==> config.mk <==
export PLATFORM = sky130hd
export DESIGN_NAME = gdt_disk
export DESIGN_NICKNAME = d
export VERILOG_FILES = /design/src/hdl/grid_obstacle_distance_transform_assert.svh /design/src/hdl/gdt_pkg.sv /design/src/hdl/gdt_disk.sv
export SDC_FILE = /design/constraint.sdc
export NUM_CORES = 1
export LEC_CHECK = 0
export BUFFER_PORTS_ARGS = -buffer_cell sky130_fd_sc_hd__buf_2
export CORE_MARGIN = 8
export CORE_UTILIZATION = 40
export CTS_CLUSTER_SIZE = 10
export DETAILED_ROUTE_END_ITERATION = 12
export SKIP_LAST_GASP = 1
export SLEW_MARGIN = 20
export SYNTH_ARGS = -nofsm -noshare
export SYNTH_HDL_FRONTEND = slang
export SYNTH_SLANG_ARGS = --single-unit
==> constraint.sdc <==
create_clock -name clk -period 23.7 [get_ports clk]
set_input_delay 7.11 -clock clk [delete_from_list [all_inputs] [get_ports clk]]
set_output_delay 7.11 -clock clk [all_outputs]
set_load 0.05 [all_outputs]
==> src/hdl/grid_obstacle_distance_transform_assert.svh <==
// assertion helpers, clocked on clk and quiet while rst_n is low
`ifndef GRID_OBSTACLE_DISTANCE_TRANSFORM_ASSERT_SVH
`define GRID_OBSTACLE_DISTANCE_TRANSFORM_ASSERT_SVH

// same-cycle implication
`define GDT_ASSERT_NOW(lbl, ante, cons, msg) \
  lbl: assert property (@(posedge clk) disable iff (!rst_n) (ante) |-> (cons)) \
    else $error(msg);

// next-cycle implication
`define GDT_ASSERT_NEXT(lbl, ante, cons, msg) \
  lbl: assert property (@(posedge clk) disable iff (!rst_n) (ante) |=> (cons)) \
    else $error(msg);

`endif

==> src/hdl/gdt_pkg.sv <==
package gdt_pkg;

  localparam int DIST_W = 17;
  localparam int WORD_W = DIST_W + 1;

  localparam logic [DIST_W-1:0] DIST_FAR   = '1;
  localparam logic [DIST_W:0]   COST_ORTHO = 18'd256;
  localparam logic [DIST_W:0]   COST_DIAG  = 18'd362;

  localparam logic [1:0] OP_CLEAR   = 2'd0;
  localparam logic [1:0] OP_MARK    = 2'd1;
  localparam logic [1:0] OP_COMPUTE = 2'd2;
  localparam logic [1:0] OP_READ    = 2'd3;

  localparam logic [1:0] ST_OK       = 2'd0;
  localparam logic [1:0] ST_NO_SEED  = 2'd1;
  localparam logic [1:0] ST_OUTSIDE  = 2'd2;
  localparam logic [1:0] ST_NOT_DONE = 2'd3;

  localparam logic [1:0] REG_WIDTH  = 2'd0;
  localparam logic [1:0] REG_HEIGHT = 2'd1;
  localparam logic [1:0] REG_RADIUS = 2'd2;

  // kind of word coming back from the cell store during a sweep
  localparam logic [1:0] K_NONE = 2'd0;
  localparam logic [1:0] K_SELF = 2'd1;
  localparam logic [1:0] K_ORTH = 2'd2;
  localparam logic [1:0] K_DIAG = 2'd3;

  typedef struct packed {
    logic busy;
    logic wr;
    logic done;
  } disk_ctl_t;

endpackage

==> src/hdl/gdt_disk.sv <==
module gdt_disk #(
  parameter int XW = 8,
  parameter int YW = 8,
  parameter int UW = 9,
  parameter int VW = 9
) (
  input  logic                clk,
  input  logic                rst_n,
  input  logic                start,
  input  logic [7:0]          px,
  input  logic [7:0]          py,
  input  logic [11:0]         radius,
  input  logic [UW-1:0]       used_w,
  input  logic [VW-1:0]       used_h,
  output gdt_pkg::disk_ctl_t  ctl,
  output logic [XW+YW-1:0]    addr
);

  logic              busy_r, busy_nxt;
  logic [8:0]        k_r, k_nxt;
  logic signed [9:0] dx_r, dx_nxt, dy_r, dy_nxt;
  logic [23:0]       rr_r, rr_nxt;
  logic [16:0]       dy2_r, dy2_nxt;
  logic [7:0]        px_r, px_nxt, py_r, py_nxt;

  logic [8:0]         k_start;
  logic signed [9:0]  ks, dy_inc;
  logic signed [19:0] dx_sq, dy_sq;
  logic [17:0]        sum_sq;
  logic               hit, in_x, in_y, row_end, last;
  logic signed [10:0] nx, ny;

  assign k_start = 9'((13'(radius) + 13'd15) >> 4);
  assign ks      = $signed({1'b0, k_r});
  assign dy_inc  = dy_r + 10'sd1;
  assign dx_sq   = dx_r * dx_r;
  assign dy_sq   = dy_inc * dy_inc;
  assign sum_sq  = 18'(dx_sq[16:0]) + 18'(dy2_r);
  assign hit     = {sum_sq, 8'd0} <= 26'(rr_r);

  // point cell held for the whole walk
  assign nx   = $signed({3'b000, px_r}) + {dx_r[9], dx_r};
  assign ny   = $signed({3'b000, py_r}) + {dy_r[9], dy_r};
  assign in_x = !nx[10] && (12'(nx[9:0]) < 12'(used_w));
  assign in_y = !ny[10] && (12'(ny[9:0]) < 12'(used_h));

  assign row_end = dx_r == ks;
  assign last    = row_end && (dy_r == ks);

  assign ctl.busy = busy_r;
  assign ctl.wr   = busy_r && in_x && in_y && hit;
  assign ctl.done = busy_r && last;
  assign addr     = {ny[YW-1:0], nx[XW-1:0]};

  always_comb begin
    busy_nxt = busy_r;
    k_nxt    = k_r;
    dx_nxt   = dx_r;
    dy_nxt   = dy_r;
    rr_nxt   = rr_r;
    dy2_nxt  = dy2_r;
    px_nxt   = px_r;
    py_nxt   = py_r;
    if (start) begin
      busy_nxt = 1'b1;
      k_nxt    = k_start;
      dx_nxt   = -$signed({1'b0, k_start});
      dy_nxt   = -$signed({1'b0, k_start});
      rr_nxt   = radius * radius;
      dy2_nxt  = 17'(k_start) * 17'(k_start);
      px_nxt   = px;
      py_nxt   = py;
    end else if (busy_r) begin
      if (row_end) begin
        dx_nxt = -ks;
        if (last) begin
          busy_nxt = 1'b0;
        end else begin
          dy_nxt  = dy_inc;
          dy2_nxt = dy_sq[16:0];
        end
      end else begin
        dx_nxt = dx_r + 10'sd1;
      end
    end
  end

  always_ff @(posedge clk) begin
    if (!rst_n) begin
      busy_r <= 1'b0;
    end else begin
      busy_r <= busy_nxt;
    end
    k_r   <= k_nxt;
    dx_r  <= dx_nxt;
    dy_r  <= dy_nxt;
    rr_r  <= rr_nxt;
    dy2_r <= dy2_nxt;
    px_r  <= px_nxt;
    py_r  <= py_nxt;
  end

endmodule

-- Yosys cells after proc, flatten, opt, wreduce, memory -nomap -nowiden
Cells that the tools add are included.
- register bits after elaboration: 87
- bits in latches: 0
- RAM bits: 0
- bits in read-only memories: 0
- input port bits: 49
- output and inout port bits: 19
- logic and storage cells: 53
- memories kept: 0
- add/sub/neg operators: 8
- multipliers: 4
- divide/modulo/power cells: 0
- magnitude comparators: 3
- equal/unequal tests: 3
- shift operators: 0
- mux-type cells: 15
- bitwise logic cells: 0
- reductions and logical operators: 12
- operator list (kind ; count):
    10-bit 2-to-1 mux ; 7
    17-bit 2-to-1 mux ; 4
    10-bit by 10-bit multiplier with 17-bit output ; 2
    26-bit by 24-bit less-or-equal comparator with 1-bit output ; 1
    12-bit by 12-bit multiplier with 24-bit output ; 1
    9-bit by 10-bit adder with 11-bit output ; 2
    10-bit by 2-bit adder with 10-bit output, second input constant ; 2
    10-bit equality test ; 2
    10-bit by 9-bit less-than comparator with 1-bit output ; 2
    9-bit negation with 10-bit output ; 2
    17-bit by 17-bit adder with 18-bit output ; 1
    9-bit by 9-bit multiplier with 17-bit output ; 1
    12-bit by 4-bit adder with 13-bit output, second input constant ; 1
    1-bit logical AND ; 7
    1-bit 2-to-1 mux ; 4
    2-bit nonzero test ; 2
    3-bit AND reduction ; 1
    1-bit zero test ; 2
    2-bit != test, second input constant ; 1

-- Logic depth before layout (Yosys ltp)
- word-level depth: 6
- mapped depth: 33
- mapped depth without buffers: 32

-- Worst setup path after synthesis
No wires, ideal clock.
- path kind: input port to output port
- start point: in used_h[1]
- end point: out ctl[1] (netlist name)
- arrival: 9.424 ns
- data required time: 16.590 ns
- setup slack: 7.166 ns
- cell stages on the path: 9
- buffers on the path: 0
- path through: inv_1 > ha_1 > a21o_1 > a21o_1 > a21oi_1 > nor2_1 > a2111oi_0 > o2111ai_1 > a2111oi_2
- RTL lines (item ; RTL line ; source):
    start, declared ; gdt_disk.sv:14 ; input logic [VW-1:0] used_h,
    end, declared ; gdt_disk.sv:15 ; output gdt_pkg::disk_ctl_t ctl,

==> results.json <==
{
  "cts_tree": "built",
  "fin_util_pct": 43.5,
  "layout_common_cells": "382 x inv_1, 246 x fa_1, 244 x ha_1",
  "rsz0062_at_grt": "no",
  "synth_top_family_by_area": "adder cells",
  "drv_slew": 0,
  "r2r_end": "dy2_r[16]",
  "worstHoldStart": "busy_r",
  "busiest_layer": "met2",
  "synthAdderAreaFrac_pct": 45.5,
  "skew_ps": 3.51,
  "n_antenna_cell": 0,
  "h-tree-depth": 3,
  "cp-start-kind": "input pin",
  "rr_worst_depth": 21,
  "overflow": 0,
  "die_h_microns": 225,
  "hold_viol": 0,
  "synth-xor-area-share_pct": 8.91,
  "post_drt_via_cell_ratio": 4.95,
  "dieArea_sq_um": 50800,
  "synth_mux_area_share_pct": 0.956,
  "gp_congestion": 0.850,
  "wl_per_cell_microns": 15.5,
  "tns_ps": 0,
  "row_count": 76,
  "synthFlopType": "edfxtp_1",
  "syn-instance-count": 1863,
  "fp.coreArea_sq_um": 43200,
  "syn2layout_area_growth_pct": 7.09,
  "arrival_ps": 9590,
  "ys_seq_area_share_pct": 14.3,
  "end_kind": "output pin",
  "n_fill_cell": 4270,
  "setup_viol": 0,
  "reg2reg_from": "dy_r[2]",
  "initial_core_util_pct": 40.6,
  "place_hpwl_microns": 32800,
  "worstPathMaxFanout": 1,
  "grt_pass1_wl_microns": 65200,
  "drt_first_pass_iters": 5,
  "crit_type": "in2out",
  "cts_resized": 0,
  "drive_gt1_share_pct": 6.27,
  "wl_microns": 38700,
  "hold_buffers": 0,
  "avgSynthCellArea_sq_um": 9.41,
  "portBuffers": 67,
  "yosysWarnings": 0,
  "fmax_mhz": 59.9,
  "postCtsSetupRepairBufs": 0,
  "relSlewSlack_pct": 39.9,
  "finalCritPeriodShare_pct": 70.5,
  "cts_buffers": 9,
  "cp.required_ps": 16590,
  "hold_class": "reg2reg",
  "drcViolationCount": 0,
  "synthSimpleGateAreaFrac_pct": 12.9,
  "grt_max_degree": 74,
  "grtUsageMet1_pct": 20.2,
  "fin_nets": 2447,
  "r2r_setup_slack_ps": 16850,
  "clock_latency_ps": 350,
  "num_vias": 12400,
  "clk_pin_slew_ps": 60,
  "grt_use_total_pct": 15.7,
  "status": "finished clean",
  "syn-cell-area_sq_um": 17500,
  "period_minus_slack_ps": 16700,
  "met2_usage_pct": 26.9,
  "crit_path_end": "ctl[1]",
  "worstSetupStartpoint": "used_h[1]",
  "maxCapViolations": 0,
  "synth.distinct_cells": 72,
  "antenna_found_initial": 1,
  "clock_path_buffers": 2,
  "grt_pass1_vias": 13300,
  "tightest_slew_ps": 895,
  "async_flop_share_pct": 0,
  "final_common_cell": "inv_1",
  "final_antenna_net_count": 0,
  "synth-edff-count": 83,
  "io_pins": 68,
  "cts_sinks": 84,
  "ys_seq_elements": 84,
  "fp.dieW_microns": 225,
  "cts_root_buf": "clkbuf_16",
  "synth_compound_area_share_pct": 8.05,
  "drt_iter0_drc": 556,
  "use_met3_pct": 1.94
}
worst min path at each step:
stage          slack (ps)  depth (start not counted)  endpoint
6_report              670                          3    busy_r
5_1_grt               750                          3    busy_r
4_1_cts               680                          3    busy_r
3_5_place_dp          680                          3    busy_r
3_3_place_gp          670                          3    busy_r
2_1_floorplan         620                          3    busy_r
layer usage:
layer,part of all wire [%],wire length (microns)
met2,48,18700
met4,3.2,1250
met5,0.031,12
met1,44,17100
met3,4.1,1590
synth_stat cells, types with 3 or more instances:
master | number | area (sq um)
buf_1 | 3 | 11.3
and2_1 | 70 | 438
nor4_1 | 6 | 37.5
edfxtp_1 | 83 | 2490
nand2_1 | 109 | 409
mux2i_1 | 10 | 100
mux2_2 | 6 | 67.6
nor2_1 | 118 | 443
buf_4 | 3 | 22.5
o211ai_1 | 6 | 45.0
o21ai_1 | 4 | 20.0
nor3_1 | 23 | 115
o31a_1 | 3 | 26.3
clkbuf_1 | 37 | 139
a21oi_1 | 77 | 385
nand2b_1 | 19 | 119
xnor2_2 | 5 | 81.3
nand4_1 | 8 | 50.1
ha_1 | 244 | 3050
clkinv_1 | 3 | 11.3
o21a_1 | 16 | 120
fa_1 | 246 | 4920
a211oi_1 | 10 | 75.1
nand3_1 | 21 | 105
xor2_1 | 46 | 403
a21o_1 | 27 | 203
a41oi_1 | 5 | 43.8
or3_1 | 14 | 87.6
xnor2_1 | 120 | 1050
nand3b_1 | 3 | 22.5
and4_1 | 3 | 26.3
nor4b_1 | 3 | 26.3
inv_1 | 382 | 1430
or2_2 | 7 | 43.8
a31o_2 | 3 | 26.3
and3_1 | 7 | 43.8
nor2b_1 | 32 | 200
o21ai_0 | 36 | 180
per-stage QoR:
stage / std cells / setup WS [ps] / hold slack, ps / instance area (sq um)
6_report: 2498 / 7000 / 673 / 18800
5_1_grt: 2498 / 6890 / 747 / 18800
4_1_cts: 2498 / 6960 / 684 / 18800
3_5_place_dp: 2482 / 6990 / 675 / 18500
3_3_place_gp: 2482 / 6940 / 671 / 18500
2_1_floorplan: 1871 / 7170 / 617 / 17600
critical path: stages:
cell,delay [ps]
buf_2,70
inv_1,30
ha_1,270
a21o_1,150
a21o_1,170
a21oi_1,140
nor2_1,60
a2111oi_0,520
o2111ai_1,440
a2111oi_2,320
buf_2,320
registers in the layout (all words and copies together), names as in the netlist:
register	cells
rr_r	23
dy2_r	15
dx_r	10
dy_r	10
k_r	9
px_r	8
py_r	8
busy_r	1
cells by family (layout without fill, tap and decap cells):
kind of cell	count (synthesis)	count (layout)
other	2	10
XOR/XNOR	172	172
multiplexers	16	16
AND/OR/NAND/NOR	452	452
buffers and inverters	431	473
AO/OA/AOI/OAI	216	216
flip-flops	84	84
adder cells (fa/ha/maj)	490	490
cell type report:
cell class                      instances  area, sq um  share of cell area [%]
Multi-Input combinational cell       1356        13400                    71.5
Sequential cell                        84         2510                    13.4
Timing Repair Buffer                   70          360                    1.92
Clock buffer                           13          250                    1.33
Clock inverter                          3         47.5                   0.253
Inverter                              387         1450                    7.74
Tap cell                              585          732                    3.90
Power is left out: the tool's default activity adds up to more than one toggle a clock period on the data nets, which glitch-free logic cannot reach.
